## src/rtl/core/pavr_pkg.sv

```systemverilog
`timescale 1ns / 1ps
// ----------------------------------------------------------------------------
// Principal-axis vector rotation: shared definitions
// Fixed widths, axis and quadrant codes, and the arctangent table that the
// rotation-mode CORDIC cells use.
// ----------------------------------------------------------------------------
package pavr_pkg;

    // Internal CORDIC word: x and y with 30 fraction bits, angle on a 2^32 turn.
    localparam int CORDIC_W     = 32;
    // Rounded sine and cosine, 14 fraction bits.
    localparam int TRIG_W       = 16;
    localparam int ANGLE_W      = 16;
    localparam int AXIS_W       = 2;
    localparam int QUAD_W       = 2;
    localparam int ATAN_ENTRIES = 24;

    // Converged CORDIC gain, 0.6072529350 in Q2.30.
    localparam logic [CORDIC_W-1:0] GAIN_Q30 = 32'h26DD3B6A;

    typedef logic [AXIS_W-1:0] axis_t;
    typedef logic [QUAD_W-1:0] quad_t;

    localparam axis_t AXIS_X    = 2'd0;
    localparam axis_t AXIS_Y    = 2'd1;
    localparam axis_t AXIS_Z    = 2'd2;
    localparam axis_t AXIS_PASS = 2'd3;

    localparam quad_t QUAD_0 = 2'd0;
    localparam quad_t QUAD_1 = 2'd1;
    localparam quad_t QUAD_2 = 2'd2;
    localparam quad_t QUAD_3 = 2'd3;

    // atan(2^-idx) on a scale where 2^32 is one full turn.
    function automatic logic [CORDIC_W-1:0] atan_q32(input int unsigned idx);
        logic [CORDIC_W-1:0] r;
        case (idx)
            0:       r = 32'h20000000;
            1:       r = 32'h12E4051E;
            2:       r = 32'h09FB385B;
            3:       r = 32'h051111D4;
            4:       r = 32'h028B0D43;
            5:       r = 32'h0145D7E1;
            6:       r = 32'h00A2F61E;
            7:       r = 32'h00517C55;
            8:       r = 32'h0028BE53;
            9:       r = 32'h00145F2F;
            10:      r = 32'h000A2F98;
            11:      r = 32'h000517CC;
            12:      r = 32'h00028BE6;
            13:      r = 32'h000145F3;
            14:      r = 32'h0000A2FA;
            15:      r = 32'h0000517D;
            16:      r = 32'h000028BE;
            17:      r = 32'h0000145F;
            18:      r = 32'h00000A30;
            19:      r = 32'h00000518;
            20:      r = 32'h0000028C;
            21:      r = 32'h00000146;
            22:      r = 32'h000000A3;
            23:      r = 32'h00000051;
            default: r = '0;
        endcase
        return r;
    endfunction

endpackage

```

## src/rtl/core/pavr_combine.sv

```systemverilog
`timescale 1ns / 1ps
// ----------------------------------------------------------------------------
// Principal-axis vector rotation: rotate and saturate back end
// Rounds the CORDIC output to sine and cosine, unfolds the quadrant, forms
// the two rotated components with four multipliers, then rounds, saturates
// and places them by axis. Three registered stages.
// ----------------------------------------------------------------------------
module pavr_combine #(
    parameter int COORD_BITS = 16
) (
    input  logic                                  clk,
    input  logic                                  rst_n,
    input  logic                                  in_valid,
    output logic                                  in_ready,
    input  logic signed [pavr_pkg::CORDIC_W-1:0]  in_cos,
    input  logic signed [pavr_pkg::CORDIC_W-1:0]  in_sin,
    input  logic signed [COORD_BITS-1:0]          in_x,
    input  logic signed [COORD_BITS-1:0]          in_y,
    input  logic signed [COORD_BITS-1:0]          in_z,
    input  pavr_pkg::axis_t                       in_axis,
    input  pavr_pkg::quad_t                       in_quad,
    output logic                                  out_valid,
    input  logic                                  out_ready,
    output logic signed [COORD_BITS-1:0]          rot_x,
    output logic signed [COORD_BITS-1:0]          rot_y,
    output logic signed [COORD_BITS-1:0]          rot_z
);
    import pavr_pkg::*;

    localparam int CB    = COORD_BITS;
    localparam int PROD_W = CB + TRIG_W;
    localparam int SUM_W  = PROD_W + 1;

    // Stage valid flags and ready chain.
    logic r_valid_reg, m_valid_reg, s_valid_reg;
    logic r_ready, m_ready, s_ready;

    // Stage R: rounded, unfolded trig values and operands.
    logic signed [CORDIC_W:0]   c_wide, s_wide;
    logic signed [TRIG_W-1:0]   c_rnd, s_rnd;
    logic signed [TRIG_W-1:0]   c_next, s_next;
    logic signed [CB-1:0]       a_next, b_next;
    logic signed [TRIG_W-1:0]   c_reg, s_reg, ns_reg;
    logic signed [CB-1:0]       a_reg, b_reg;
    logic signed [CB-1:0]       rx_reg, ry_reg, rz_reg;
    axis_t                      r_axis_reg;

    // Stage M: products.
    logic signed [PROD_W-1:0]   p0_reg, p1_reg, p2_reg, p3_reg;
    logic signed [CB-1:0]       mx_reg, my_reg, mz_reg;
    axis_t                      m_axis_reg;

    // Stage S: output components.
    logic signed [CB-1:0]       ua, ub;
    logic signed [CB-1:0]       ox_next, oy_next, oz_next;
    logic signed [CB-1:0]       ox_reg, oy_reg, oz_reg;

    // Round half up from Q.26 to Q.12, then clamp to the coordinate range.
    function automatic logic signed [CB-1:0] round_sat(
        input logic signed [PROD_W-1:0] pa,
        input logic signed [PROD_W-1:0] pb
    );
        logic signed [SUM_W-1:0] sum;
        logic signed [SUM_W-1:0] sh;
        logic signed [CB-1:0]    r;
        sum = SUM_W'(pa) + SUM_W'(pb) + SUM_W'(8192);
        sh  = sum >>> 14;
        if (!sh[SUM_W-1] && (|sh[SUM_W-2:CB-1]))
        begin
            r = {1'b0, {(CB-1){1'b1}}};
        end
        else if (sh[SUM_W-1] && !(&sh[SUM_W-2:CB-1]))
        begin
            r = {1'b1, {(CB-1){1'b0}}};
        end
        else
        begin
            r = sh[CB-1:0];
        end
        return r;
    endfunction

    assign s_ready  = !s_valid_reg || out_ready;
    assign m_ready  = !m_valid_reg || s_ready;
    assign r_ready  = !r_valid_reg || m_ready;
    assign in_ready = r_ready;

    // Round Q30 to Q14 and unfold the quadrant; pick the rotated pair (a, b).
    always_comb
    begin
        c_wide = ({in_cos[CORDIC_W-1], in_cos} + (CORDIC_W+1)'(32768)) >>> 16;
        s_wide = ({in_sin[CORDIC_W-1], in_sin} + (CORDIC_W+1)'(32768)) >>> 16;
        c_rnd  = c_wide[TRIG_W-1:0];
        s_rnd  = s_wide[TRIG_W-1:0];
        unique case (in_quad)
            QUAD_0:
            begin
                c_next = c_rnd;
                s_next = s_rnd;
            end
            QUAD_1:
            begin
                c_next = -s_rnd;
                s_next = c_rnd;
            end
            QUAD_2:
            begin
                c_next = -c_rnd;
                s_next = -s_rnd;
            end
            default:
            begin
                c_next = s_rnd;
                s_next = -c_rnd;
            end
        endcase
        unique case (in_axis)
            AXIS_X:
            begin
                a_next = in_y;
                b_next = in_z;
            end
            AXIS_Y:
            begin
                a_next = in_z;
                b_next = in_x;
            end
            default:
            begin
                a_next = in_x;
                b_next = in_y;
            end
        endcase
    end

    // Rotated pair: a' = a*c + b*s, b' = b*c - a*s.
    always_comb
    begin
        ua = round_sat(p0_reg, p1_reg);
        ub = round_sat(p2_reg, p3_reg);
        ox_next = mx_reg;
        oy_next = my_reg;
        oz_next = mz_reg;
        unique case (m_axis_reg)
            AXIS_X:
            begin
                oy_next = ua;
                oz_next = ub;
            end
            AXIS_Y:
            begin
                oz_next = ua;
                ox_next = ub;
            end
            AXIS_Z:
            begin
                ox_next = ua;
                oy_next = ub;
            end
            default:
            begin
                ox_next = mx_reg;
            end
        endcase
    end

    // Valid flags.
    always_ff @(posedge clk or negedge rst_n)
    begin
        if (!rst_n)
        begin
            r_valid_reg <= 1'b0;
            m_valid_reg <= 1'b0;
            s_valid_reg <= 1'b0;
        end
        else
        begin
            if (r_ready)
            begin
                r_valid_reg <= in_valid;
            end
            if (m_ready)
            begin
                m_valid_reg <= r_valid_reg;
            end
            if (s_ready)
            begin
                s_valid_reg <= m_valid_reg;
            end
        end
    end

    // Payload registers of the three stages.
    always_ff @(posedge clk)
    begin
        if (in_valid && r_ready)
        begin
            c_reg      <= c_next;
            s_reg      <= s_next;
            ns_reg     <= -s_next;
            a_reg      <= a_next;
            b_reg      <= b_next;
            rx_reg     <= in_x;
            ry_reg     <= in_y;
            rz_reg     <= in_z;
            r_axis_reg <= in_axis;
        end
        if (r_valid_reg && m_ready)
        begin
            p0_reg     <= a_reg * c_reg;
            p1_reg     <= b_reg * s_reg;
            p2_reg     <= b_reg * c_reg;
            p3_reg     <= a_reg * ns_reg;
            mx_reg     <= rx_reg;
            my_reg     <= ry_reg;
            mz_reg     <= rz_reg;
            m_axis_reg <= r_axis_reg;
        end
        if (m_valid_reg && s_ready)
        begin
            ox_reg <= ox_next;
            oy_reg <= oy_next;
            oz_reg <= oz_next;
        end
    end

    assign out_valid = s_valid_reg;
    assign rot_x     = ox_reg;
    assign rot_y     = oy_reg;
    assign rot_z     = oz_reg;

endmodule

```

## config.mk

```make
export PLATFORM = sky130hd
export DESIGN_NAME = pavr_combine
export DESIGN_NICKNAME = d
export VERILOG_FILES = /design/src/rtl/core/pavr_pkg.sv /design/src/rtl/core/pavr_combine.sv
export SDC_FILE = /design/constraint.sdc
export NUM_CORES = 2
export LEC_CHECK = 0
export ABC_AREA = 1
export BUFFER_PORTS_ARGS = -buffer_cell sky130_fd_sc_hd__buf_2
export CAP_MARGIN = 20
export CORE_MARGIN = 1
export CORE_UTILIZATION = 40
export DETAILED_ROUTE_END_ITERATION = 10
export HOLD_SLACK_MARGIN = 0.03
export SLEW_MARGIN = 20
export SYNTH_ARGS = -nofsm -noshare
export SYNTH_HDL_FRONTEND = slang
export SYNTH_SLANG_ARGS = --single-unit
```

## constraint.sdc

```tcl
create_clock -name clk -period 5.87 [get_ports clk]
set_clock_uncertainty 0.05 [all_clocks]
set_input_delay 1.4675 -clock clk [delete_from_list [all_inputs] [get_ports clk]]
set_output_delay 1.4675 -clock clk [all_outputs]
set_load 0.005 [all_outputs]
```

**After elaboration in Yosys (flattened, before gate mapping)**

Cells that the tools add are included.

- Flip-flop bits (word level): 359
- Input bits: 120
- Output and inout port bits: 50
- Word-level logic and storage cells: 76

- $add $sub $neg: 9
- Multiply operators: 4
- Eq/ne operators: 5
- Muxes and demuxes: 11
- Reduce and logical (&&, ||, !) cells: 24

Operators with widths:

| cell | count |
|---|---|
| 16-bit case mux with 2 select lines | 5 |
| 16-bit by 16-bit multiplier with 32-bit output | 4 |
| 16-bit case mux with 3 select lines | 2 |
| 32-bit by 32-bit adder with 33-bit output | 2 |
| 33-bit by 15-bit adder with 33-bit output, second input constant | 2 |
| 32-bit by 17-bit adder with 32-bit output, second input constant | 2 |
| 16-bit 2-to-1 mux | 4 |
| 16-bit negation | 3 |
| 4-bit AND reduction | 2 |
| 4-bit OR reduction | 2 |
| 1-bit logical AND | 7 |
| 1-bit logical NOT | 7 |
| 2-bit by 1-bit == test with 1-bit output, second input constant | 3 |
| 2-bit logical NOT | 3 |
| 2-bit == test, second input constant | 2 |
| 1-bit logical OR | 3 |

**Longest topological paths before layout**

- Word-level depth: 8
- Mapped depth: 28
- Depth with buffers taken out: 26

**Worst setup path after synthesis**

No wires, ideal clock.

- Path kind: register to register
- Start: register b_reg[15]
- End: register p1_reg[31] (data pin)
- Library setup time: 260 ps
- Arrival time: 5,719 ps
- Required time: 5,560 ps
- Slack: -159 ps
- Cell stages (with the launch flop): 22
- Path buffers: 1
- Period minus slack after synthesis: 6,029 ps
- Cell sequence: edfxtp_1 > clkbuf_1 > nand2_1 > inv_1 > fa_1 > fa_1 > inv_1 > fa_1 > fa_1 > fa_1 > fa_1 > inv_1 > ha_1 > a21oi_1 > o21ai_0 > a21oi_1 > nand3_1 > nand2_1 > nand3_1 > a21boi_0 > o21ai_0 > xnor2_1

- Longest elaborated chain between the ends: 1

RTL lines:

| item | line | RTL |
|---|---|---|
| start, declared | pavr_combine.sv:44 | `logic signed [CB-1:0] a_reg, b_reg;` |
| start signal, assigned | pavr_combine.sv:202 | `b_reg <= b_next;` |
| 16-bit by 16-bit multiplier with 32-bit output | pavr_combine.sv:211 | `p1_reg <= b_reg * s_reg;` |
| end signal, assigned | pavr_combine.sv:211 |  |
| end, declared | pavr_combine.sv:49 | `logic signed [PROD_W-1:0] p0_reg, p1_reg, p2_reg, p3_reg;` |

No other way between the ends.
A chain may end at the register's enable or synchronous reset.

**Final worst setup path**

- Start: register a_reg[11]
- End: register p3_reg[30] (data pin)

- Longest elaborated chain between the ends: 1

RTL lines:

| item | line | RTL |
|---|---|---|
| start, declared | pavr_combine.sv:44 |  |
| start signal, assigned | pavr_combine.sv:201 | `a_reg <= a_next;` |
| 16-bit by 16-bit multiplier with 32-bit output | pavr_combine.sv:213 | `p3_reg <= a_reg * ns_reg;` |
| end signal, assigned | pavr_combine.sv:213 |  |
| end, declared | pavr_combine.sv:49 |  |

No other way between the ends.

==> impl_metrics.env <==
export IMPL_synth_distinct_cells=48
export IMPL_die_area_um2=150000
export IMPL_worstSetupEndpointType="register"
export IMPL_ant_nets=0
export IMPL_grt_pass1_vias=49100
export IMPL_dp_cells=9512
export IMPL_hpwl_um=141000
export IMPL_syn_mean_instance_area_um2=8.43
export IMPL_rsz0062_at_grt="true"
export IMPL_drc=0
export IMPL_cts_buffer_depth=3
export IMPL_tightest_slew_ns=0.875
export IMPL_drive_above_1_share=0.191
export IMPL_final_nets=9349
export IMPL_cts_buffers_inserted=44
export IMPL_dr_total_vias=47600
export IMPL_ys_ff_latch=358
export IMPL_die_w_um=388
export IMPL_arrival_ns=6.38
export IMPL_hold_viol_final=0
export IMPL_hold_class="reg -> reg"
export IMPL_port_buffers=139
export IMPL_path_max_fanout=6
export IMPL_failed_checks="setup timing"
export IMPL_drtPass1Iterations=6
export IMPL_fp_row_count=141
export IMPL_initial_core_util=0.403
export IMPL_hold_path_cell_count=0
export IMPL_cts_tree="yes"
export IMPL_drtIter0Drc=3172
export IMPL_core_um2=148000
export IMPL_cp_required_ns=6.25
export IMPL_regArea_um2=10700
export IMPL_final_cell_area_um2=72600
export IMPL_relSlewSlack=0.414
export IMPL_drt_total_wl_um=175000
export IMPL_setup_viol=18
export IMPL_async_flop_share=0.00838
export IMPL_gp_congestion=0.913
export IMPL_grtUsageTotal=0.229
export IMPL_synth_nets=8687
export IMPL_setup_tns_ns=-1.35
export IMPL_slew_violations=0
export IMPL_outcome="complete, but fails checks"
export IMPL_ff2ff_path_depth=26
export IMPL_fill_cells=13700
export IMPL_antenna_found_initial=7
export IMPL_fin_crit_sh=1.02
export IMPL_clkSinkCount=358
export IMPL_path_class="reg -> reg"
export IMPL_wl_per_cell_um=18.0
export IMPL_clk_latency_ns=0.65
export IMPL_layout_setup_ws_ns=-0.131
export IMPL_mappedNetlistArea_um2=59500
export IMPL_clock_root_buffer="clkbuf_16"
export IMPL_synthCells=7061
export IMPL_period_needed_ns=6.00
export IMPL_max_freq_ghz=0.167
export IMPL_ys_seq_area_frac=0.180
export IMPL_overflow=0
export IMPL_ctsHtreeMaxLevel=2
export IMPL_die_height_um=388
export IMPL_synth_ff_type="edfxtp_1"
export IMPL_viasPerCell=4.91
export IMPL_place_area_um2=67500
export IMPL_areaGrowthSynthToFinish_pct=22.0
export IMPL_max_cap_viol_count=0
export IMPL_grt_max_degree=85
export IMPL_ios=170
export IMPL_fin_cells=9694
export IMPL_multi_input_area_um2=43100
export IMPL_grt_pass1_wl_um=269000
export IMPL_ys_warn_count=0
export IMPL_start_kind="register"
export IMPL_synth_edf_count=355
export IMPL_path_clk_slew_ns=0.06
-- worst paths after layout --
kind,start,endpoint,slack [ns]
worst min register to register,ry_reg[11],my_reg[11],0.37
max in group asynchronous,rst_n,r_valid_reg,5.09
worst max register to register,a_reg[11],p3_reg[30],-0.13
worst min-delay path,ry_reg[11],my_reg[11],0.37
min in group asynchronous,rst_n,m_valid_reg,0.58
worst max-delay path,a_reg[11],p3_reg[30],-0.13
-- area by class of cell --
cell class / count / area share
antenna: 5 / 0.000172
clock buffer: 48 / 0.0154
clock inverter: 34 / 0.00491
inverter: 1889 / 0.0978
multi-input combinational: 4567 / 0.594
sequential: 358 / 0.148
tap: 1930 / 0.0333
timing repair buffer: 863 / 0.107
-- per-layer routing --
layer  vias to the layer above  part of all wire  track usage
met1                     23500              0.42        0.305
met2                      1499              0.48        0.387
met3                       318             0.063       0.0274
met4                         4             0.039       0.0750
met5                         -           0.00015            0
li1                      22200                 -            -
-- cell families (layout without fill, tap and decap cells) --
group	after synthesis	count (layout)	share of synthesized area
compound gates	475	475	0.0455
simple gates	2393	2393	0.162
buf+inv	2136	2834	0.135
xor+xnor	193	193	0.0289
flops	358	358	0.180
fa+ha+maj	1506	1506	0.449
other cells	0	5	0
-- synth_stat cells (38+ instances only) --
| cell type | instances | share of area |
|---|---|---|
| nor2_1 | 242 | 0.015 |
| inv_1 | 1876 | 0.12 |
| o21ai_0 | 138 | 0.012 |
| nand2_1 | 1834 | 0.12 |
| nand3_1 | 178 | 0.015 |
| xor2_1 | 113 | 0.017 |
| edfxtp_1 | 355 | 0.18 |
| a21oi_1 | 203 | 0.017 |
| fa_1 | 1048 | 0.35 |
| nand4_1 | 38 | 0.0040 |
| clkbuf_1 | 235 | 0.015 |
| xnor2_1 | 76 | 0.011 |
| ha_1 | 458 | 0.096 |
-- metrics by stage --
stage / util / hold WS, ns / setup WS, ns
3_3_place_gp: 0.457 / 0.350 / -0.494
2_1_floorplan: - / 0.350 / 0.00426
3_5_place_dp: 0.457 / 0.355 / -0.501
5_1_grt: 0.492 / 0.371 / -0.331
6_report: 0.492 / 0.367 / -0.131
4_1_cts: 0.473 / 0.367 / -0.0931
-- critical path: stages (launching register included) --
cell and delay (ns):
edfxtp_1 0.56, clkbuf_16 0.25, nand2_4 0.05, inv_2 0.03, fa_1 0.56, inv_2 0.05, fa_1 0.46, fa_1 0.50
inv_1 0.05, fa_1 0.46, fa_1 0.51, inv_1 0.05, fa_1 0.52, inv_2 0.05, ha_4 0.29, nand2_2 0.07
buf_4 0.13, nor2_1 0.13, a21o_1 0.22, nand2_2 0.09, nand3_4 0.10, nand2_2 0.06, nand2_2 0.07, nand2_1 0.05
nand2_1 0.07, a21oi_2 0.06, xnor2_2 0.30
-- layout by cell type (no fill, tap or decap), types with 14 or more instances in the layout --
cell type,synthesis,routed
xor2_1,113,99
o211ai_1,33,33
nand2_2,31,94
ha_4,0,59
xnor2_1,76,69
ha_1,458,393
nand3_2,7,16
nand4_1,38,38
buf_6,0,57
fa_2,0,73
clkbuf_16,0,55
a21oi_4,0,15
nand2_4,2,20
a21oi_2,0,55
nand3_1,178,168
a21o_1,16,16
o21ai_1,2,20
buf_2,5,139
a21oi_1,203,133
buf_12,0,87
inv_1,1876,1798
nor2_2,16,26
buf_4,2,556
fa_1,1048,975
o21bai_1,21,19
nor2_1,242,218
o21ai_2,0,17
o2111ai_1,14,14
o21ai_0,138,101
inv_2,8,84
edfxtp_1,355,355
nand2_1,1834,1753
nor2_4,8,22
-- what timing repair did --
| action | in CTS | in global routing |
|---|---|---|
| gates cloned | 2 | 11 |
| setup buffers | 17 | 82 |
| pin swaps | 68 | 240 |
| setup endpoints to repair | 42 | 56 |
| hold buffers | 0 | 0 |
| gates resized for setup | 156 | 500 |
Power is not shown: default switching activity piles up to over one toggle a cycle in this logic, so the estimate is an artifact.
