$ cat src/rtl/core/pavr_pkg.sv
`timescale 1ns / 1ps
// ----------------------------------------------------------------------------
// Principal-axis vector rotation: shared definitions
// Fixed widths, axis and quadrant codes, and the arctangent table that the
// rotation-mode CORDIC cells use.
// ----------------------------------------------------------------------------
package pavr_pkg;

    // Internal CORDIC word: x and y with 30 fraction bits, angle on a 2^32 turn.
    localparam int CORDIC_W     = 32;
    // Rounded sine and cosine, 14 fraction bits.
    localparam int TRIG_W       = 16;
    localparam int ANGLE_W      = 16;
    localparam int AXIS_W       = 2;
    localparam int QUAD_W       = 2;
    localparam int ATAN_ENTRIES = 24;

    // Converged CORDIC gain, 0.6072529350 in Q2.30.
    localparam logic [CORDIC_W-1:0] GAIN_Q30 = 32'h26DD3B6A;

    typedef logic [AXIS_W-1:0] axis_t;
    typedef logic [QUAD_W-1:0] quad_t;

    localparam axis_t AXIS_X    = 2'd0;
    localparam axis_t AXIS_Y    = 2'd1;
    localparam axis_t AXIS_Z    = 2'd2;
    localparam axis_t AXIS_PASS = 2'd3;

    localparam quad_t QUAD_0 = 2'd0;
    localparam quad_t QUAD_1 = 2'd1;
    localparam quad_t QUAD_2 = 2'd2;
    localparam quad_t QUAD_3 = 2'd3;

    // atan(2^-idx) on a scale where 2^32 is one full turn.
    function automatic logic [CORDIC_W-1:0] atan_q32(input int unsigned idx);
        logic [CORDIC_W-1:0] r;
        case (idx)
            0:       r = 32'h20000000;
            1:       r = 32'h12E4051E;
            2:       r = 32'h09FB385B;
            3:       r = 32'h051111D4;
            4:       r = 32'h028B0D43;
            5:       r = 32'h0145D7E1;
            6:       r = 32'h00A2F61E;
            7:       r = 32'h00517C55;
            8:       r = 32'h0028BE53;
            9:       r = 32'h00145F2F;
            10:      r = 32'h000A2F98;
            11:      r = 32'h000517CC;
            12:      r = 32'h00028BE6;
            13:      r = 32'h000145F3;
            14:      r = 32'h0000A2FA;
            15:      r = 32'h0000517D;
            16:      r = 32'h000028BE;
            17:      r = 32'h0000145F;
            18:      r = 32'h00000A30;
            19:      r = 32'h00000518;
            20:      r = 32'h0000028C;
            21:      r = 32'h00000146;
            22:      r = 32'h000000A3;
            23:      r = 32'h00000051;
            default: r = '0;
        endcase
        return r;
    endfunction

endpackage

$ cat src/rtl/core/pavr_cordic_cell.sv
`timescale 1ns / 1ps
// ----------------------------------------------------------------------------
// Principal-axis vector rotation: CORDIC cell
// One rotation-mode micro-rotation by a fixed shift, registered, with the
// request's vector, axis and quadrant carried alongside.
// ----------------------------------------------------------------------------
module pavr_cordic_cell #(
    parameter int STAGE  = 0,
    parameter int SIDE_W = 52
) (
    input  logic                                  clk,
    input  logic                                  rst_n,
    input  logic                                  in_valid,
    output logic                                  in_ready,
    input  logic signed [pavr_pkg::CORDIC_W-1:0]  in_x,
    input  logic signed [pavr_pkg::CORDIC_W-1:0]  in_y,
    input  logic signed [pavr_pkg::CORDIC_W-1:0]  in_z,
    input  logic        [SIDE_W-1:0]              in_side,
    output logic                                  out_valid,
    input  logic                                  out_ready,
    output logic signed [pavr_pkg::CORDIC_W-1:0]  out_x,
    output logic signed [pavr_pkg::CORDIC_W-1:0]  out_y,
    output logic signed [pavr_pkg::CORDIC_W-1:0]  out_z,
    output logic        [SIDE_W-1:0]              out_side
);
    import pavr_pkg::*;

    localparam logic signed [CORDIC_W-1:0] ATAN = atan_q32(STAGE);

    logic                       valid_reg;
    logic signed [CORDIC_W-1:0] x_reg, y_reg, z_reg;
    logic signed [CORDIC_W-1:0] x_next, y_next, z_next;
    logic        [SIDE_W-1:0]   side_reg;
    logic signed [CORDIC_W-1:0] dx, dy;
    logic                       load;

    // The cell takes a request when it is empty or its content moves on.
    assign in_ready = !valid_reg || out_ready;
    assign load     = in_valid && in_ready;

    // Micro-rotation: turn towards zero residual angle, floor shifts.
    always_comb
    begin
        dx = in_y >>> STAGE;
        dy = in_x >>> STAGE;
        if (!in_z[CORDIC_W-1])
        begin
            x_next = in_x - dx;
            y_next = in_y + dy;
            z_next = in_z - ATAN;
        end
        else
        begin
            x_next = in_x + dx;
            y_next = in_y - dy;
            z_next = in_z + ATAN;
        end
    end

    // Occupancy flag.
    always_ff @(posedge clk or negedge rst_n)
    begin
        if (!rst_n)
        begin
            valid_reg <= 1'b0;
        end
        else if (in_ready)
        begin
            valid_reg <= in_valid;
        end
    end

    // Payload.
    always_ff @(posedge clk)
    begin
        if (load)
        begin
            x_reg    <= x_next;
            y_reg    <= y_next;
            z_reg    <= z_next;
            side_reg <= in_side;
        end
    end

    assign out_valid = valid_reg;
    assign out_x     = x_reg;
    assign out_y     = y_reg;
    assign out_z     = z_reg;
    assign out_side  = side_reg;

endmodule

$ cat config.mk
export PLATFORM = sky130hd
export DESIGN_NAME = pavr_cordic_cell
export DESIGN_NICKNAME = d
export VERILOG_FILES = /design/src/rtl/core/pavr_pkg.sv /design/src/rtl/core/pavr_cordic_cell.sv
export SDC_FILE = /design/constraint.sdc
export NUM_CORES = 1
export LEC_CHECK = 0
export ABC_AREA = 1
export BUFFER_PORTS_ARGS = -buffer_cell sky130_fd_sc_hd__clkbuf_2
export CAP_MARGIN = 20
export CORE_ASPECT_RATIO = 1.25
export CORE_MARGIN = 4
export CORE_UTILIZATION = 55
export DETAILED_ROUTE_END_ITERATION = 6
export GPL_ROUTABILITY_DRIVEN = 0
export HOLD_SLACK_MARGIN = 0.02
export PLACE_DENSITY_LB_ADDON = 0.08
export SLEW_MARGIN = 20
export SYNTH_ARGS = -nofsm -noshare
export SYNTH_HDL_FRONTEND = slang
export SYNTH_SLANG_ARGS = --single-unit
export TNS_END_PERCENT = 1
$ cat constraint.sdc
create_clock -name clk -period 11.8 [get_ports clk]
set_clock_uncertainty 0.05 [all_clocks]
set_input_delay 0.59 -clock clk [delete_from_list [all_inputs] [get_ports clk]]
set_output_delay 0.59 -clock clk [all_outputs]
set_load 0.02 [all_outputs]
# Yosys cells after proc, flatten, opt, wreduce, memory -nomap -nowiden
# Index checks and enable logic that the tools add are counted.
[classes]
n_mux = 3
n_reduce_logical = 3
magnitude_cmp = 0
add_sub_neg = 5
div = 0
n_eq_ne = 0
n_shift = 0
mul = 0
bitwise_logic = 0
[ops]
columns = ["operator", "n"]
rows = [
  ["$mux 32", 3],
  ["$sub 32x32->32", 2],
  ["$add 32x31->32 const B", 1],
  ["$add 32x32->32", 1],
  ["$sub 32x31->32 const B", 1],
  ["$logic_and 1x1->1", 1],
  ["$logic_not 1->1", 1],
  ["$logic_or 1x1->1", 1],
]
[word_totals]
reg_bits = 149
memories = 0
ramBits = 0
out_inout_bits = 150
wordCells = 16
romBits = 0
latch_bits = 0

# Longest topological paths before layout
# Gate-level depths: netlist of run 1.
[logic_depth]
depth_word = 3
ltp_mapped = 17
ltp_nobuf = 16

# Worst setup path before layout of run 1
# No wires, ideal clock.
[synth_timing]
kind = "input port to flip-flop"
startpoint = "input in_valid"
endpoint = "register side_reg[0], in the netlist out_side[0], enable pin"
required_ns = 11.048
path_buffers = 0
arrival_time_ns = 7.702
setup_slack_ns = 3.345
stages = 2
path_cell_list = "inv_1 -> a21oi_1"
[synth_via]
elab_chain_len = 1
[synth_lines]
columns = ["element", "line", "rtl"]
rows = [
  ["from (decl)", "pavr_cordic_cell.sv:13", "input logic in_valid,"],
  ["$logic_and 1x1->1", "pavr_cordic_cell.sv:39", "assign load = in_valid && in_ready;"],
  ["via load", "pavr_cordic_cell.sv:35", "logic load;"],
  ["to (signal assigned)", "pavr_cordic_cell.sv:81", "side_reg <= in_side;"],
  ["to (decl)", "pavr_cordic_cell.sv:33", "logic [SIDE_W-1:0] side_reg;"],
]
# The timed path passes the listed nets, and every way through them passes these cells.
# A chain may end at the register's enable or synchronous reset.

# Worst setup path in the final report of run 1
[layout_timing]
startpoint = "input in_z[31] (netlist bit)"
endpoint = "register z_reg[30], in the netlist out_z[30], data pin"
[layout_via]
elab_chain_len = 1
[layout_lines]
columns = ["element", "line", "rtl"]
rows = [
  ["from (decl)", "pavr_cordic_cell.sv:17", "input logic signed [pavr_pkg::CORDIC_W-1:0] in_z,"],
  ["$mux 32", "pavr_cordic_cell.sv:46", "if (!in_z[CORDIC_W-1])"],
  ["via z_next[30]", "pavr_cordic_cell.sv:32", "logic signed [CORDIC_W-1:0] x_next, y_next, z_next;"],
  ["to (signal assigned)", "pavr_cordic_cell.sv:80", "z_reg <= z_next;"],
  ["to (decl)", "pavr_cordic_cell.sv:31", "logic signed [CORDIC_W-1:0] x_reg, y_reg, z_reg;"],
]
# The timed path passes the listed nets, and every way through them passes these cells.

==> results of run 1 <==
-- layout make-up --
class | instances | area (um2)
fill | 1989 | 7224
multi-input combinational | 1189 | 6085
sequential | 148 | 4439
timing repair buffer | 305 | 1539
inverter | 347 | 1304
clock buffer | 17 | 425.4
tap | 279 | 349.1
clock inverter | 15 | 172.7
antenna | 3 | 7.507
-- cells in the mapped netlist (14+ instances only) --
cell        n
inv_1     345
edfxtp_1  147
o21ai_0    36
a21oi_1    72
xor2_1     19
nand3_1   160
nor2_1    108
buf_2      14
nand4_1    24
ha_1      102
nand2_1   612
buf_4      17
-- logic make-up (layout without fill, tap and decap cells) --
group                      after synthesis  after routing  share of synthesized area
AOI/OAI and AO/OA                      134            134                    0.05996
xor gates and xnor gates                20             20                    0.01452
adders and majority gates              105            105                     0.1108
buffers and inverters                  388            684                     0.1284
DFF                                    148            148                     0.3680
other                                    0              3                          0
and+or+nand+nor                        930            930                     0.3183
-- per-stage QoR --
stage                     setup WS [ns]  hold WS [ns]  std cells    util
after floorplan                   3.345        0.2444       1725       -
after global placement            8.870        0.3151       2267  0.6361
after detailed placement          8.853        0.3169       2267  0.6361
after CTS                         9.296        0.2711       2300  0.6643
after global routing              8.762        0.2715       2303  0.6647
final                             8.853        0.2903       2303  0.6647
-- cells in the final DEF (no fill, tap or decap), types with 2 or more instances in the layout --
cell type / instances
nand2_1: 612
inv_1: 345
clkbuf_2: 301
nand3_1: 160
edfxtp_1: 147
nor2_1: 108
ha_1: 102
a21oi_1: 71
o21ai_0: 36
nand4_1: 24
xor2_1: 19
clkbuf_16: 17
o21bai_1: 10
o22ai_1: 8
nand2_2: 7
nor3_1: 6
nor2_2: 4
inv_6: 4
diode_2: 3
a31oi_1: 3
fa_1: 3
clkinvlp_4: 3
buf_4: 3
nor3_2: 2
o21a_1: 2
nand3b_2: 2
bufinv_16: 2
clkinv_1: 2
inv_8: 2
-- sequential cells by signal (all words and copies together) (netlist names) --
name / cells
out_side: 52
out_valid: 1
out_x: 31
out_y: 32
out_z: 32
-- power by group --
part	total [W]	switching [W]	internal (W)
Combinational	0.000514	0.000358	0.000156
Clock	0.000553	0.000235	0.000318
Sequential	0.000646	0.0000138	0.000632
-- metal layers --
metal	wire (um)	vias to the layer above
met3	3409	120
li1	-	5954
met4	2175	0
met5	0	-
met1	14460	5460
met2	18800	637
-- timing repair --
action,in CTS,in global routing
hold buffers,1,0
endpoints found under the setup margin,0,0
hold endpoints to repair,1,0
-- worst register-to-register path, cell delays in order, from the launching register on --
cell	delay (ns)
dfrtp_1	0.43
a21oi_4	0.33
buf_4	0.78
-- worst max path at each step --
stage	slack (ns)	to
2_1_floorplan	3.35	out_side[0]
6_report	8.85	out_z[30]
4_1_cts	9.30	out_x[26]
3_5_place_dp	8.85	out_x[26]
3_3_place_gp	8.87	out_x[26]
5_1_grt	8.76	out_z[30]
==> results.yml, run 1 <==
logic_synthesis:
  yosys.cell_types.count: 37
  synth-main-ff-cell: "edfxtp_1"
  synth_edf_count: 147
  synth_top_area_frac: 0.3660
  yosysSeqAreaShare: 0.3680
  async_reset_ff_frac: 0.006757
  netlist_top_cells_area: "edfxtp_1 37%, nand2_1 19%, inv_1 11%, ha_1 11%, nand3_1 6.6%"
  synth_top_area_cell: "edfxtp_1"
  ys_ff_latch: 148
  syn_inst: 1725
  syn_area_per_cell_um2: 6.992
  synth.cell_area_mm2: 0.01206
  synth_fp_nets: 1982
  ys_warn_count: 0
cts:
  postCtsSetupRepairBufs: 0
  cts_tree: "done"
  post_cts_resized: 0
  ctsLongestPathBuffers: 2
  cts_sinks: 148
  cts_buffers: 17
  clock-root-buffer: "clkbuf_16"
  clkLatencyLatePin_ns: 0.42
  htree_levels: 4
  clkTransAtPathRegs_ns: 0.07
global_route:
  grt.total_usage: 0.3109
  overflow: 0
  met3_usage: 0.04829
  grt_pass1_wl_um: 60000
  busiest_layer: "met2"
  grt_util_met1: 0.3717
  grt_pass1_vias: 11532
  grt_max_degree: 77
  met2_usage: 0.5375
  antenna_found_initial: 2
place:
  place.port_buffers: 301
  dp_hpwl_um: 31990
  place_area_mm2: 0.01370
timing:
  finalSetupViolations: 0
  finalSetupTns_ns: 0
  relSlewSlack: 0.3403
  fmax_mhz: 339.3
  drv_slew: 0
  tightest_slew_ns: 0.9895
  rsz0062_at_grt: "false"
  final_hold_viol_count: 0
  period_minus_slack_ns: 2.947
  finalCritPeriodShare: 0.2497
setup_path:
  critPathBufInv: 3
  reg2reg_slack_ns: 9.75
  cp.depth: 4
  crit_start: "in_z[31]"
  timing.rr.end: "out_y[8]"
  start_kind: "input port"
  worstReg2RegStart: "out_valid"
  r2r_cells: 2
  worstPathMaxFanout: 64
  crit_path_top_delay_cell: "clkinv_2"
  worstSetupEndpointType: "flip-flop"
  path_cells: "clkbuf_2 -> buf_4 -> clkinv_2 -> fa_1"
  critical-path-max-stage-delay_ns: 0.98
  cp.arrival_ns: 3.05
  cp_top_family: "buffers and inverters"
  path_class: "input port to flip-flop"
  worstPathRequired_ns: 11.91
routing:
  routed_wl_um: 38850
  dr.pass1.iters: 7
  wire_per_inst_um: 16.87
  drtIter0Drc: 921
  drtAntennaViolNets: 0
  drc: 0
  vias_per_cell: 5.285
  vias: 12171
floorplan:
  dieArea_mm2: 0.02438
  core_area_mm2: 0.02155
  die_w_um: 140.5
  boundaryPins: 302
  die_h_um: 173.6
  initial_core_util: 0.5598
  core.rowCount: 60
final_layout:
  drive_gt1_frac: 0.1762
  area_growth_syn_to_layout_pct: 18.73
  nNetsFinal: 2265
  post-route-cell-area_mm2: 0.01432
power:
  ir_drop_mv: 0.1051
  power_leakage_nw: 7.956
  power_density_mw_per_mm2: 119.6
  total_power_w: 0.001713
min_path:
  hp-class: "input port to flip-flop"
  holdPathStages: 1
  min_from: "in_side[11]"
  holdPathEnd: "out_side[11]"
run:
  drv_cap: 0
status:
  status: "completed"
Note: power is estimated with default switching activity, not from simulation.
==> inputs of run 2 (changes only) <==
--- a/config.mk
+++ b/config.mk
@@ -10,7 +10,7 @@
 export CAP_MARGIN = 20
 export CORE_ASPECT_RATIO = 1.25
 export CORE_MARGIN = 4
-export CORE_UTILIZATION = 55
+export CORE_UTILIZATION = 50
 export DETAILED_ROUTE_END_ITERATION = 6
 export GPL_ROUTABILITY_DRIVEN = 0
 export HOLD_SLACK_MARGIN = 0.02
==> constraint.sdc (replaced) <==
create_clock -name clk -period 2.7 [get_ports clk]
set_clock_uncertainty 0.05 [all_clocks]
set_input_delay 0.135 -clock clk [delete_from_list [all_inputs] [get_ports clk]]
set_output_delay 0.135 -clock clk [all_outputs]
set_load 0.02 [all_outputs]
==> run 2 against run 1 <==
Compared with the run above: combinational power rose to 4.7 times the previous value; critical path depth up 10; largest power group unchanged; non-clock buffer count up 97; total power rose to 4.4 times the previous value.
==> results.yml, run 2 (same netlist as run 1, synthesis figures left out) <==
status:
  status: "completed"
cts:
  cts_sinks: 148
  clkTransAtPathRegs_ns: 0.07
  cts_buffers: 17
  cts_tree: "done"
  clkLatencyLatePin_ns: 0.44
  ctsLongestPathBuffers: 2
  clock-root-buffer: "clkbuf_16"
  postCtsSetupRepairBufs: 0
  cts_hold_buf: 87
  post_cts_resized: 0
  htree_levels: 4
power:
  power_density_mw_per_mm2: 491.2
  power_leakage_nw: 8.363
  p_seq_frac: 0.376
  switching_share: 0.3681
  p_sw_w: 0.002767
  pwr-share-clk: 0.303
  combPwrFrac: 0.320
  total_power_w: 0.007518
  ir_drop_mv: 0.4421
  p_int_w: 0.004751
floorplan:
  initial_core_util: 0.5084
  dieArea_mm2: 0.02669
  die_h_um: 181.7
  die_w_um: 146.9
  boundaryPins: 302
  core.rowCount: 63
  core_area_mm2: 0.02373
routing:
  dr.pass1.iters: 5
  vias_per_cell: 5.177
  routed_wl_um: 42240
  drtIter0Drc: 975
  wire_per_inst_um: 17.28
  drc: 0
  drtAntennaViolNets: 0
  vias: 12652
timing:
  period_minus_slack_ns: 2.031
  fin_ws_ns: 0.6691
  drv_slew: 0
  fmax_mhz: 492.4
  rsz0062_at_grt: "false"
  finalSetupViolations: 0
  final_hold_viol_count: 0
  finalCritPeriodShare: 0.7522
  relSlewSlack: 0.4948
  tightest_slew_ns: 0.7561
global_route:
  grt_max_degree: 64
  grt_pass1_vias: 11967
  grt_pass1_wl_um: 64280
  overflow: 0
  antenna_found_initial: 1
  grt.total_usage: 0.3078
final_layout:
  nNetsFinal: 2362
  post-route-cell-area_mm2: 0.01530
  final_util: 0.6450
  seq_area_mm2: 0.004439
  num-fill-cells: 2118
  area_growth_syn_to_layout_pct: 26.89
  most-common-layout-cells: "612 x nand2_1, 345 x inv_1, 301 x clkbuf_2, 160 x nand3_1, 147 x edfxtp_1"
  drive_gt1_frac: 0.1737
  final_common_cell: "nand2_1"
  largest_register_ffs: 52
  multi_input_area_mm2: 0.006085
setup_path:
  worstSetupEndpointType: "flip-flop"
  path_class: "input port to flip-flop"
  cp.arrival_ns: 2.18
  worstPathMaxFanout: 11
  start_kind: "input port"
  worstPathRequired_ns: 2.85
  r2r_cells: 2
place:
  place.port_buffers: 301
  post-place-ws_ns: 0.3073
  place_area_mm2: 0.01388
  dp_hpwl_um: 32880
min_path:
  holdPathStages: 3
  hp-class: "input port to flip-flop"
run:
  drv_cap: 0
-- run 2: changes by cell type in the layout (fill, tap and decap cells not counted), sizes merged --
cell         previous run  this run
clkbuf                318       319
bufinv                  2         0
buf                     3        14
diode                   3         1
clkinv                  5         4
dlygate4sd3             1        87
inv                   352       354
-- run 2: cell type report --
| cell class | count | share of cell area |
|---|---|---|
| Antenna cell | 1 | 0.0001635 |
| Sequential cell | 148 | 0.2901 |
| Timing Repair Buffer | 402 | 0.1647 |
| Multi-Input combinational cell | 1189 | 0.3976 |
| Clock buffer | 18 | 0.02804 |
| Clock inverter | 14 | 0.007848 |
| Inverter | 347 | 0.08510 |
| Tap cell | 325 | 0.02657 |
-- run 2: worst paths after layout --
| check | slack (ns) | end | startpoint |
|---|---|---|---|
| worst min register to register | 0.82 | out_side[29] | out_valid |
| min in group asynchronous | 0.48 | out_valid | rst_n |
| worst max register to register | 0.87 | out_x[14] | out_valid |
| worst max-delay path | 0.67 | out_x[23] | in_x[6] |
| worst min-delay path | 0.09 | out_y[0] | in_y[0] |
| max in group asynchronous | 2.02 | out_valid | rst_n |
-- run 2: power by group through the flow --
stage | logic [W] | registers [W] | clock network [W]
after global placement | 0.00222 | 0.00287 | 0
after floorplan | 0.00128 | 0.00308 | 0
after CTS | 0.00236 | 0.00282 | 0.00230
after global routing | 0.00264 | 0.00284 | 0.00241
final | 0.00241 | 0.00283 | 0.00228
after detailed placement | 0.00225 | 0.00287 | 0
-- run 2: per-stage QoR --
stage	setup TNS, ns	hold WS [ns]	cells
3_5_place_dp	0	-0.1383	2324
3_3_place_gp	0	-0.1400	2324
2_1_floorplan	-106.69	-0.2106	1725
6_report	0	0.09035	2444
5_1_grt	0	0.09634	2444
4_1_cts	0	0.07706	2443
-- run 2: per-layer routing --
metal	vias up	wire [um]	global-route usage
met5	-	0	0
met4	0	2359	0.1537
met3	122	3059	0.05542
met2	587	20540	0.5398
met1	5801	16280	0.3610
li1	6142	-	-
-- run 2: critical path, stage by stage --
cell and delay, ns:
clkbuf_2 0.11, inv_1 0.05, ha_1 0.54, inv_1 0.18, a21oi_1 0.21, nand2_1 0.13
inv_1 0.09, nand2_1 0.08, nand2_1 0.06, nand2_1 0.13, nand2_1 0.13, nand3_1 0.15
nand3_1 0.14, nand2_1 0.05
==> inputs of run 3 (changes only) <==
--- a/config.mk
+++ b/config.mk
@@ -10,7 +10,7 @@
 export CAP_MARGIN = 20
 export CORE_ASPECT_RATIO = 1.25
 export CORE_MARGIN = 4
-export CORE_UTILIZATION = 50
+export CORE_UTILIZATION = 55
 export DETAILED_ROUTE_END_ITERATION = 6
 export GPL_ROUTABILITY_DRIVEN = 0
 export HOLD_SLACK_MARGIN = 0.02
==> constraint.sdc (replaced) <==
create_clock -name clk -period 2.09 [get_ports clk]
set_clock_uncertainty 0.05 [all_clocks]
set_input_delay 0.1045 -clock clk [delete_from_list [all_inputs] [get_ports clk]]
set_output_delay 0.1045 -clock clk [all_outputs]
set_load 0.02 [all_outputs]
==> run 3 against run 2 <==
Compared with the run above: global-route usage rose by 4.2 points; via count increased by 6.4%; design area increased by 8.0%; non-clock buffer count is 164 higher; final cell count up 4.8%; worst hold slack barely moved; critical endpoint is now out_x[20]; largest cell class unchanged; highest routed layer unchanged.
==> results.yml, run 3 (same netlist as run 1, synthesis figures left out) <==
status:
  status: "completed"
timing:
  holdWs_ns: 0.09002
  final_hold_viol_count: 0
  rsz0062_at_grt: "false"
  drv_slew: 0
  relSlewSlack: 0.6334
  period_minus_slack_ns: 1.873
  tightest_slew_ns: 0.5441
  finalSetupTns_ns: 0
  finalCritPeriodShare: 0.8963
  finalSetupViolations: 0
  fmax_mhz: 533.8
setup_path:
  crit_start: "in_x[9]"
  start_kind: "input port"
  cpMostUsedCell: "nand3_1"
  worstPathMaxFanout: 8
  cp.arrival_ns: 2.01
  critical-path-max-stage-delay_ns: 0.44
  path_class: "input port to flip-flop"
  path_cells: "clkbuf_2 -> inv_1 -> ha_1 -> inv_1 -> a21oi_1 -> buf_4 -> nor2_1 -> nor2_1 -> nand3_1 -> nand3_1 -> nand3_1 -> nand3_1 -> nand2_1"
  worstReg2RegStart: "out_valid"
  critPathBufInv: 4
  cp_top_family: "simple AND/OR/NAND/NOR gates"
  worstPathRequired_ns: 2.22
  crit_path_top_delay_cell: "ha_1"
  worstSetupEndpointType: "flip-flop"
floorplan:
  die_h_um: 173.6
  core.rowCount: 60
  initial_core_util: 0.5598
  dieArea_mm2: 0.02438
  die_w_um: 140.5
  boundaryPins: 302
  core_area_mm2: 0.02155
global_route:
  grt.total_usage: 0.3495
  grt_pass1_wl_um: 66960
  overflow: 0
  antenna_found_initial: 1
  grt_max_degree: 64
  grt_pass1_vias: 13142
place:
  place.port_buffers: 301
  place_area_mm2: 0.01507
  dp_hpwl_um: 33520
  placed_cells: 2442
routing:
  wire_per_inst_um: 17.11
  vias_per_cell: 5.254
  drtIter0Drc: 1256
  vias: 13462
  drtAntennaViolNets: 0
  dr.pass1.iters: 6
  routed_wl_um: 43830
  drc: 0
min_path:
  min_from: "in_y[0]"
  hp-class: "input port to flip-flop"
cts:
  clock-root-buffer: "clkbuf_16"
  cts_buffers: 17
  ctsLongestPathBuffers: 2
  htree_levels: 4
  clkTransAtPathRegs_ns: 0.07
  post_cts_resized: 0
  cts_sinks: 148
  clkLatencyLatePin_ns: 0.43
  postCtsSetupRepairBufs: 0
  cts_tree: "done"
final_layout:
  finalNonFillerCells: 2562
  area_growth_syn_to_layout_pct: 37.06
  most-common-layout-cells: "612 x nand2_1, 345 x inv_1, 301 x clkbuf_2, 174 x buf_4, 160 x nand3_1"
  post-route-cell-area_mm2: 0.01653
  drive_gt1_frac: 0.2331
  nNetsFinal: 2526
  largest_register_ffs: 52
  final_common_cell: "nand2_1"
power:
  power_density_mw_per_mm2: 625.0
  total_power_w: 0.01033
  ir_drop_mv: 0.9968
  power_leakage_nw: 9.182
run:
  drv_cap: 0
[run 3: power by group]
| group | total [W] | internal (W) | switching [W] |
|---|---|---|---|
| Clock | 0.00316 | 0.00170 | 0.00146 |
| Sequential | 0.00365 | 0.00357 | 0.0000873 |
| Combinational | 0.00352 | 0.00133 | 0.00219 |
[run 3: path summary, 6_finish.rpt]
check                               end  slack, ns  cells past startpoint
setup reg to reg              out_y[31]       0.46                      2
hold reg to reg            out_side[11]       0.74                      1
max in group asynchronous     out_valid       1.36                      3
hold / removal                 out_y[0]       0.09                      3
setup / recovery              out_x[20]       0.22                     13
min in group asynchronous     out_valid       0.52                      3
[run 3: routing by layer]
| layer | vias to the layer above | routed length [um] | global-route usage |
|---|---|---|---|
| met5 | - | 0 | 0 |
| met4 | 0 | 2795 | 0.1995 |
| met3 | 163 | 3421 | 0.05712 |
| met2 | 742 | 21450 | 0.6124 |
| met1 | 6063 | 16170 | 0.4006 |
| li1 | 6494 | - | - |
[run 3: layout make-up]
cell class | count | area, um2
clock inverters | 15 | 165.2
inverters | 347 | 1303
clock buffers | 17 | 425.4
fillers | 1623 | 5014
multi-input cells | 1189 | 6085
well taps | 279 | 349.1
repair buffers | 566 | 3764
diodes | 1 | 2.502
flip-flops and latches | 148 | 4439
[run 3: tightest hold or removal path, delay by kind of cell]
kind / cells / cell delay, ns
fa+ha+maj: 1 / 0.15
buf+inv: 2 / 0.15
[run 3: what timing repair did]
item	4_1_cts	5_1_grt
hold endpoints to repair	85	0
hold buffers	87	0
setup endpoints to repair	0	0
[run 3: per-stage QoR]
stage	setup WS, ns	utilization
floorplan	-1.336	-
global placement	-0.1343	0.6994
detailed placement	-0.1670	0.6994
CTS	0.2702	0.7672
global route	0.07312	0.7673
finish	0.2168	0.7673
